===== src/rtl/core/dws_pkg.sv =====
// shared types, constants and pointer helpers for the deque with search
// no dependencies
package dws_pkg;

	localparam int DEPTH      = 64;
	localparam int VALUE_BITS = 32;
	localparam int IDX_BITS   = $clog2(DEPTH);
	localparam int CNT_BITS   = $clog2(DEPTH + 1);

	typedef logic [IDX_BITS-1:0]   idx_t;
	typedef logic [CNT_BITS-1:0]   cnt_t;
	typedef logic [VALUE_BITS-1:0] word_t;

	typedef enum logic [2:0] {
		CMD_PUSH_FRONT = 3'd0,
		CMD_PUSH_BACK  = 3'd1,
		CMD_DROP_FRONT = 3'd2,
		CMD_DROP_BACK  = 3'd3,
		CMD_SEARCH     = 3'd4
	} cmd_t;

	typedef enum logic [1:0] {
		ST_DONE  = 2'd0,
		ST_FULL  = 2'd1,
		ST_EMPTY = 2'd2
	} status_t;

	typedef struct packed {
		logic  en;
		idx_t  addr;
		word_t data;
	} wr_req_t;

	typedef struct packed {
		logic en;
		idx_t addr;
	} rd_req_t;

	function automatic idx_t idx_inc(idx_t p);
		return (p == idx_t'(DEPTH - 1)) ? '0 : idx_t'(p + 1'b1);
	endfunction

	function automatic idx_t idx_dec(idx_t p);
		return (p == '0) ? idx_t'(DEPTH - 1) : idx_t'(p - 1'b1);
	endfunction

	// sign-extend or truncate the 32-bit port value to the stored width
	function automatic word_t fit_value(logic signed [31:0] v);
		return VALUE_BITS'(v);
	endfunction

endpackage


===== src/rtl/core/dws_store.sv =====
// circular entry store: one write port, one read port with registered data
// depends on dws_pkg
module dws_store
	import dws_pkg::*;
(
	input  logic    clk,
	input  wr_req_t wr,
	input  rd_req_t rd,
	output word_t   rd_data
);

	word_t mem [DEPTH];

	always_ff @(posedge clk) begin
		if (wr.en) begin
			mem[wr.addr] <= wr.data;
		end
	end

	always_ff @(posedge clk) begin
		if (rd.en) begin
			rd_data <= mem[rd.addr];
		end
	end

endmodule


===== src/rtl/core/deque_with_search.sv =====
// deque with search: pushes and drops complete in the cycle after the transaction,
// strobe high in that cycle; busy stays low so a command can follow every cycle
// search: one store read per cycle through the single read port and comparator,
// result strobe once a hit is seen or all entries are read, busy high meanwhile
// arst_n clears the pointers and count to an empty store; entries are not cleared
// depends on dws_pkg, dws_store
module deque_with_search
	import dws_pkg::*;
(
	input  logic               clk,
	input  logic               arst_n,
	input  logic               start,
	output logic               busy,
	input  logic [2:0]         cmd,
	input  logic signed [31:0] value,
	output logic               strobe,
	output logic [1:0]         status,
	output logic               found,
	output logic [6:0]         count
);

	typedef enum logic {
		S_IDLE,
		S_SEARCH
	} state_t;

	state_t  state_q;
	idx_t    front_q;
	idx_t    back_q;
	idx_t    rp_q;
	cnt_t    cnt_q;
	cnt_t    k_q;
	logic    rd_vld_s1;
	logic    strobe_q;
	status_t status_q;
	logic    found_q;
	word_t   key_q;

	wr_req_t wr;
	rd_req_t rd;
	word_t   rd_data;
	logic    accept;
	logic    full;
	logic    empty;
	logic    hit;
	logic    issue;
	logic    finish;
	cmd_t    cmd_in;

	assign cmd_in = cmd_t'(cmd);
	assign accept = start && (state_q == S_IDLE);
	assign full   = (cnt_q == cnt_t'(DEPTH));
	assign empty  = (cnt_q == '0);

	// shared comparator on the registered read data
	assign hit    = rd_vld_s1 && (rd_data == key_q);
	assign issue  = (state_q == S_SEARCH) && !hit && (k_q != cnt_q);
	assign finish = hit || ((k_q == cnt_q) && !rd_vld_s1);

	always_comb begin
		wr.en   = accept && !full &&
			((cmd_in == CMD_PUSH_FRONT) || (cmd_in == CMD_PUSH_BACK));
		wr.addr = (cmd_in == CMD_PUSH_FRONT) ? idx_dec(front_q) : back_q;
		wr.data = fit_value(value);
		rd.en   = issue;
		rd.addr = rp_q;
	end

	dws_store u_store (
		.clk     (clk),
		.wr      (wr),
		.rd      (rd),
		.rd_data (rd_data)
	);

	always_ff @(posedge clk) begin
		if (accept) begin
			key_q <= fit_value(value);
		end
	end

	always_ff @(posedge clk or negedge arst_n) begin
		if (!arst_n) begin
			state_q   <= S_IDLE;
			front_q   <= '0;
			back_q    <= '0;
			rp_q      <= '0;
			cnt_q     <= '0;
			k_q       <= '0;
			rd_vld_s1 <= 1'b0;
			strobe_q  <= 1'b0;
			status_q  <= ST_DONE;
			found_q   <= 1'b0;
		end else begin
			strobe_q <= 1'b0;
			unique case (state_q)
				S_IDLE: begin
					if (start) begin
						strobe_q <= 1'b1;
						status_q <= ST_DONE;
						found_q  <= 1'b0;
						case (cmd_in)
							CMD_PUSH_FRONT: begin
								if (full) begin
									status_q <= ST_FULL;
								end else begin
									front_q <= idx_dec(front_q);
									cnt_q   <= cnt_t'(cnt_q + 1'b1);
								end
							end
							CMD_PUSH_BACK: begin
								if (full) begin
									status_q <= ST_FULL;
								end else begin
									back_q <= idx_inc(back_q);
									cnt_q  <= cnt_t'(cnt_q + 1'b1);
								end
							end
							CMD_DROP_FRONT: begin
								if (empty) begin
									status_q <= ST_EMPTY;
								end else begin
									front_q <= idx_inc(front_q);
									cnt_q   <= cnt_t'(cnt_q - 1'b1);
								end
							end
							CMD_DROP_BACK: begin
								if (empty) begin
									status_q <= ST_EMPTY;
								end else begin
									back_q <= idx_dec(back_q);
									cnt_q  <= cnt_t'(cnt_q - 1'b1);
								end
							end
							CMD_SEARCH: begin
								strobe_q  <= 1'b0;
								rp_q      <= front_q;
								k_q       <= '0;
								rd_vld_s1 <= 1'b0;
								state_q   <= S_SEARCH;
							end
							default: ;
						endcase
					end
				end
				S_SEARCH: begin
					if (finish) begin
						strobe_q  <= 1'b1;
						status_q  <= ST_DONE;
						found_q   <= hit;
						rd_vld_s1 <= 1'b0;
						state_q   <= S_IDLE;
					end else begin
						rd_vld_s1 <= issue;
						if (issue) begin
							rp_q <= idx_inc(rp_q);
							k_q  <= cnt_t'(k_q + 1'b1);
						end
					end
				end
				default: state_q <= S_IDLE;
			endcase
		end
	end

	assign busy   = (state_q != S_IDLE);
	assign strobe = strobe_q;
	assign status = status_q;
	assign found  = found_q;
	assign count  = 7'(cnt_q);

endmodule


===== config.mk =====
export PLATFORM = sky130hd
export DESIGN_NAME = deque_with_search
export DESIGN_NICKNAME = d
export VERILOG_FILES = /design/src/rtl/core/dws_pkg.sv /design/src/rtl/core/dws_store.sv /design/src/rtl/core/deque_with_search.sv
export SDC_FILE = /design/constraint.sdc
export NUM_CORES = 2
export LEC_CHECK = 0
export BUFFER_PORTS_ARGS = -buffer_cell sky130_fd_sc_hd__buf_4
export CELL_PAD_IN_SITES_DETAIL_PLACEMENT = 1
export CELL_PAD_IN_SITES_GLOBAL_PLACEMENT = 1
export CORE_MARGIN = 3
export CORE_UTILIZATION = 55
export DETAILED_ROUTE_END_ITERATION = 8
export PLACE_DENSITY = 0.82
export SLEW_MARGIN = 20
export SYNTH_ARGS = -nofsm -noshare
export SYNTH_HDL_FRONTEND = slang
export SYNTH_SLANG_ARGS = --single-unit

===== constraint.sdc =====
create_clock -name clk -period 9.35 [get_ports clk]
set_input_delay 0.935 -clock clk [delete_from_list [all_inputs] [get_ports clk]]
set_output_delay 0.935 -clock clk [all_outputs]
set_load 0.02 [all_outputs]

* Word-level counts from Yosys, hierarchy flattened
Memories as Yosys holds them, arrays and structs flattened. A register that Yosys moved wholly into a read port is not among the register bits. Index checks and enable logic that the tools add are counted.
Operators by class: div/mod/pow operators 0, eq/ne operators 22, add/sub/neg operators 8, shift operators 0, mux-type cells 48, $lt $le $gt $ge 0, multiply operators 0, bitwise gates (word level) 1, reductions and logical operators 27
Operator list (number):
- 6-bit 2-to-1 mux | 14
- 7-bit 2-to-1 mux | 6
- 6-bit case mux with 2 select lines | 3
- 32-bit == test | 1
- 7-bit case mux with 2 select lines | 2
- 6-bit by 1-bit adder with 6-bit output, second input constant | 3
- 6-bit == test, second input constant | 3
- 2-bit inequality test, second input constant | 8
- 5-bit AND reduction | 3
- 7-bit by 1-bit adder with 7-bit output, second input constant | 2
- 1-bit 2-to-1 mux | 14
- 6-bit logical NOT | 2
- 6-bit by 1-bit subtractor with 6-bit output, second input constant | 2
- 1-bit case mux with 2 select lines | 4
- 2-bit case mux with 2 select lines | 2
- 7-bit == test | 1
- 7-bit == test, second input constant | 1
- 1-bit logical AND | 7
- 7-bit logical NOT | 1
- 7-bit inequality test | 1
- 7-bit by 1-bit subtractor with 7-bit output, second input constant | 1
- 3-bit by 2-bit == test with 1-bit output, second input constant | 2
- 2-bit 2-to-1 mux | 3
- 2-bit by 1-bit inequality test with 1-bit output, second input constant | 3
- other kinds (10) | 17
Word-level totals: logic and storage cells 118, ROM bits 0, memories kept 1, input port bits 38, bits in latches 0, register bits 70, RAM bits 2048
Memories:
- u_store.mem | depth 64, width 32, read ports 1, clocked after Yosys merged registers in 1, write ports 1, RTL line dws_store.sv:12 | word_t mem [DEPTH];

* Depth between registers and ports, before layout
depth in word-level cells 8, gate-level depth with buffers 10

* Modules after synthesis
A second synthesis with hierarchy kept.
Second synthesis, totals: cell total of the unflattened synthesis 3740, area total of the unflattened synthesis 82935.8 sq um
Modules (own cells, without submodules):
- dws_store | area each 78835.6 sq um, cells each 3324, times used 1
- deque_with_search | area each 4100.2 sq um, cells each 416, times used 1

* Worst setup path before layout
OpenSTA, ideal clock, no wires.
path kind input port to flip-flop, start point input cmd[0], end point memory u_store.mem[14][0] in the netlist's numbering, enable pin, arrival time 3.893 ns, setup slack 5.036 ns, buffers on the path 2, library setup time 0.421 ns, stages 7, path through clkbuf_1 nor3_1 clkbuf_1 nor2_1 a31oi_1 nand3_1 nor2_1
Between the ends: word-level cells in the longest chain between the ends 5, elaborated cells between the ends (all ways) 7
RTL lines:
- start: declaration | RTL line deque_with_search.sv:14 | input logic [2:0] cmd,
- 3-bit by 1-bit == test with 1-bit output or 3-bit logical NOT (tied branches) | RTL line deque_with_search.sv:62, deque_with_search.sv:63
- 1-bit logical OR | RTL line deque_with_search.sv:62 | ((cmd_in == CMD_PUSH_FRONT) || (cmd_in == CMD_PUSH_BACK));
- 1-bit logical AND | RTL line deque_with_search.sv:61 | wr.en = accept && !full &&
- 1-bit 2-to-1 mux | RTL line dws_store.sv:15 | if (wr.en) begin
- 1-bit 2-to-1 mux (implied by the code) | RTL line dws_store.sv:16 | mem[wr.addr] <= wr.data;
- end: declaration | RTL line dws_store.sv:12
Several ways; a longest one is shown, not always the timed one.

* Worst setup path in the final report
start point register state_q, in the netlist busy, end point memory u_store.mem[49][0] in the netlist's numbering, enable pin
Between the ends: word-level cells in the longest chain between the ends 6
RTL lines:
- start: declaration | RTL line deque_with_search.sv:27 | state_t state_q;
- start signal: assignment | RTL line deque_with_search.sv:84 | state_q <= S_IDLE;
- start signal: assignment | RTL line deque_with_search.sv:140 | state_q <= S_SEARCH;
- start signal: assignment | RTL line deque_with_search.sv:152 | state_q <= S_IDLE;
- 1-bit NOT (no source line)
- 1-bit logical AND | RTL line deque_with_search.sv:51 | assign accept = start && (state_q == S_IDLE);
- 1-bit logical AND (2 in a row) | RTL line deque_with_search.sv:61
- 1-bit 2-to-1 mux | RTL line dws_store.sv:15
- 1-bit 2-to-1 mux (implied by the code) | RTL line dws_store.sv:16
No other way between the ends.

==> metrics <==
top-count cell post-synth edfxtp_1; layout cell share with drive strength beyond 1 32.0%; first drt pass iteration count 6; final-report max-slew violation count 0; synth cell count leaders 2112 x edfxtp_1, 672 x mux4_2, 105 x clkbuf_1; Int Power approximately 19 mW; CTS Buf Count 204; total gr overflow 0; Worst Setup Start Kind register; CP max FO 27; crit-path leading delay family simple AND/OR/NAND/NOR gates; syn nets roughly 3500; Achievable Freq between 0.15 and 0.2 GHz; num ports 50; Yosys cell types between 50 and 60; WL final around 240000 um; Mapped Cells around 3400; final hold vios 0; DRT antenna net count 0; Comb pwr share between 20% and 30%; H-Tree Depth 4; vias slightly above 40000; I/O Buffers 49; worst slew pin tran 1.35 ns; # Max-Cap Violations 0; vias in the first global route about 41000; first-pass GRT wire length ~330000 um; DR vias/cell 7.10; RSZ-0062 raised after global routing no; Total Routing Usage GR between 30% and 40%; hpwl dp approximately 120000 um; sequential cell area approximately 64000 um2; CP required approximately 9.8 ns; post-synth top area share 76.7%; largest net degree at the start of global routing 174; mapped cell area a little over 80000 um2; Resized cells post-CTS 0; reg2reg setup slack between 4 and 5 ns; crit-path max cell delay 0.87 ns; Clock Sinks about 2200; Setup TNS 0 ns; PwrDens just under 300 nW/um2; wire per inst ~41 um; initial antenna violation count 28; synthesis-to-finish area growth 12.7%; main flop type after synthesis edfxtp_1; Cell Rows around 140; YS warnings 0; nets@finish around 3600; Hold Crit Class input pin to async pin; multi-input logic area approximately 18000 um2; Filler cells 11700; setup violators final 0; Seq/Total Area, Yosys between 70 and 80%; number of DRC markers in iteration 0 just over 7000; Setup Fix Bufs, Post-CTS 0; chip height 394 um; CORE AREA 149000 um2; Finished Layout Cells between 5000 and 6000; top post-synthesis cells by area edfxtp_1 77%, mux4_2 18%, dfrtp_1 1.1%; Clock Tree Buf Depth 3; cell taking the most area after synthesis edfxtp_1; clock group share of total power a little under a third; placed cell count around 5400; sequential share of power 41.1%; gp weighted congestion 0.862; crit path kind register to register; cell chain of the critical path nand2b_1, a311oi_2, nand2_1, nor3_1, nand2b_1, nor2_4, buf_4; Worst EP arrival approximately 5.8 ns; CP Buf/Inv Count 1; Worst Skew between 0.04 and 0.05 ns; # DRC 0; Crit-path slowest cell a311oi_2; die area 155000 um2; Die X 394 um; clock slew at reported path FFs about 0.07 ns; Async S/R FF share, synth about 1.8%; clk_lat worst skew around 0.86 ns; Max IR drop VDD 0.280 mV; Initial Util a little under three fifths; CTS tree built; Leak approximately 29 nW; root buffer cell clkbuf_16; cts hold-fix bufs 0; crit path time final approximately 5.3 ns; Final Cycle Share a little under three fifths; worst hold margin 0.0609 ns; Critical Path Sink Type register; sw frac 30.7%; relative max-transition margin approximately a tenth; crit-path most repeated cell nand2b_1; EDFF count, synth around 2100; Mean Syn Cell Area 24.3 um2; status completed; Net Sw Power 8.45 mW; Yosys reg bits about 2200
routing by layer:
layer / up-vias / part of all wire (%) / global-route usage, %
li1: 15000 / - / -
met1: 21700 / 35 / 42.6
met2: 3605 / 48 / 47.4
met3: 586 / 12 / 7.52
met4: 18 / 4.7 / 12.4
met5: - / 0.046 / 0
logic make-up (layout without fill, tap and decap cells):
group / Yosys count / after routing / share of synthesized area, %
other: 0 / 14 / 0
and+or+nand+nor: 225 / 225 / 1.26
DFF: 2150 / 2150 / 77.8
adders and majority gates: 14 / 14 / 0.221
xor gates and xnor gates: 44 / 44 / 0.466
buffers and inverters: 187 / 531 / 0.958
AOI/OAI and AO/OA: 99 / 99 / 0.769
muxes: 686 / 686 / 18.5
path summary, 6_finish.rpt:
path | depth (start not counted) | to | from
max in group asynchronous | 1 | rp_q[3] | arst_n
min reg2reg | 2 | found | found
max | 7 | u_store.mem[49][0] | busy
min | 1 | k_q[6] | arst_n
max reg2reg | 7 | u_store.mem[49][0] | busy
min in group clk | 4 | found | start
power by group through the flow:
stage / sequential, mW / clock, mW / combinational [mW]
floorplan: 11.2 / 0 / 4.90
global placement: 11.5 / 0 / 6.99
detailed placement: 11.5 / 0 / 7.18
CTS: 11.3 / 8.63 / 7.42
global route: 11.3 / 9.02 / 7.86
finish: 11.3 / 8.58 / 7.62
layout make-up:
cell class | instances | area share (%)
Timing Repair Buffer | 130 | 1.40
Multi-Input combinational cell | 1068 | 19.4
Sequential cell | 2150 | 69.1
Clock inverter | 142 | 1.68
Antenna cell | 14 | 0.0376
Tap cell | 2002 | 2.69
Clock buffer | 243 | 5.66
Inverter | 16 | 0.0645
layout by cell type, fill, tap and decap left out, types with 10 or more instances in the layout:
cell / count
mux4_2: 672
bufinv_16: 25
dfrtp_1: 32
a21oi_1: 22
nand2_1: 46
clkbuf_16: 205
nand2b_1: 11
nand3_1: 18
ha_1: 13
inv_1: 14
xnor2_1: 33
nor3_1: 10
diode_2: 14
clkbuf_1: 38
clkinvlp_4: 11
a31oi_1: 12
edfxtp_1: 2112
xor2_1: 11
nor2_4: 64
nor2_1: 30
clkinv_1: 36
o21ai_0: 22
clkinv_2: 46
buf_12: 15
buf_4: 108
flip-flops by register name, summed over array words and instances, names as in the netlist:
name / flops
u_store.mem: 2048
key_q: 32
u_store.rd_data: 32
count: 7
k_q: 7
back_q: 6
front_q: 6
rp_q: 6
status: 2
busy: 1
found: 1
rd_vld_s1: 1
strobe: 1
through the flow:
step	power (mW)	area, um2	util, %	worst slack, ns
floorplan	16.1	82700	-	5.04
global placement	18.5	85900	57.8	4.21
detailed placement	18.7	86000	57.9	4.00
CTS	27.4	92800	62.5	4.17
global route	28.2	93100	62.7	3.91
finish	27.5	93200	62.7	4.04
(Power assumes the default switching activity.)
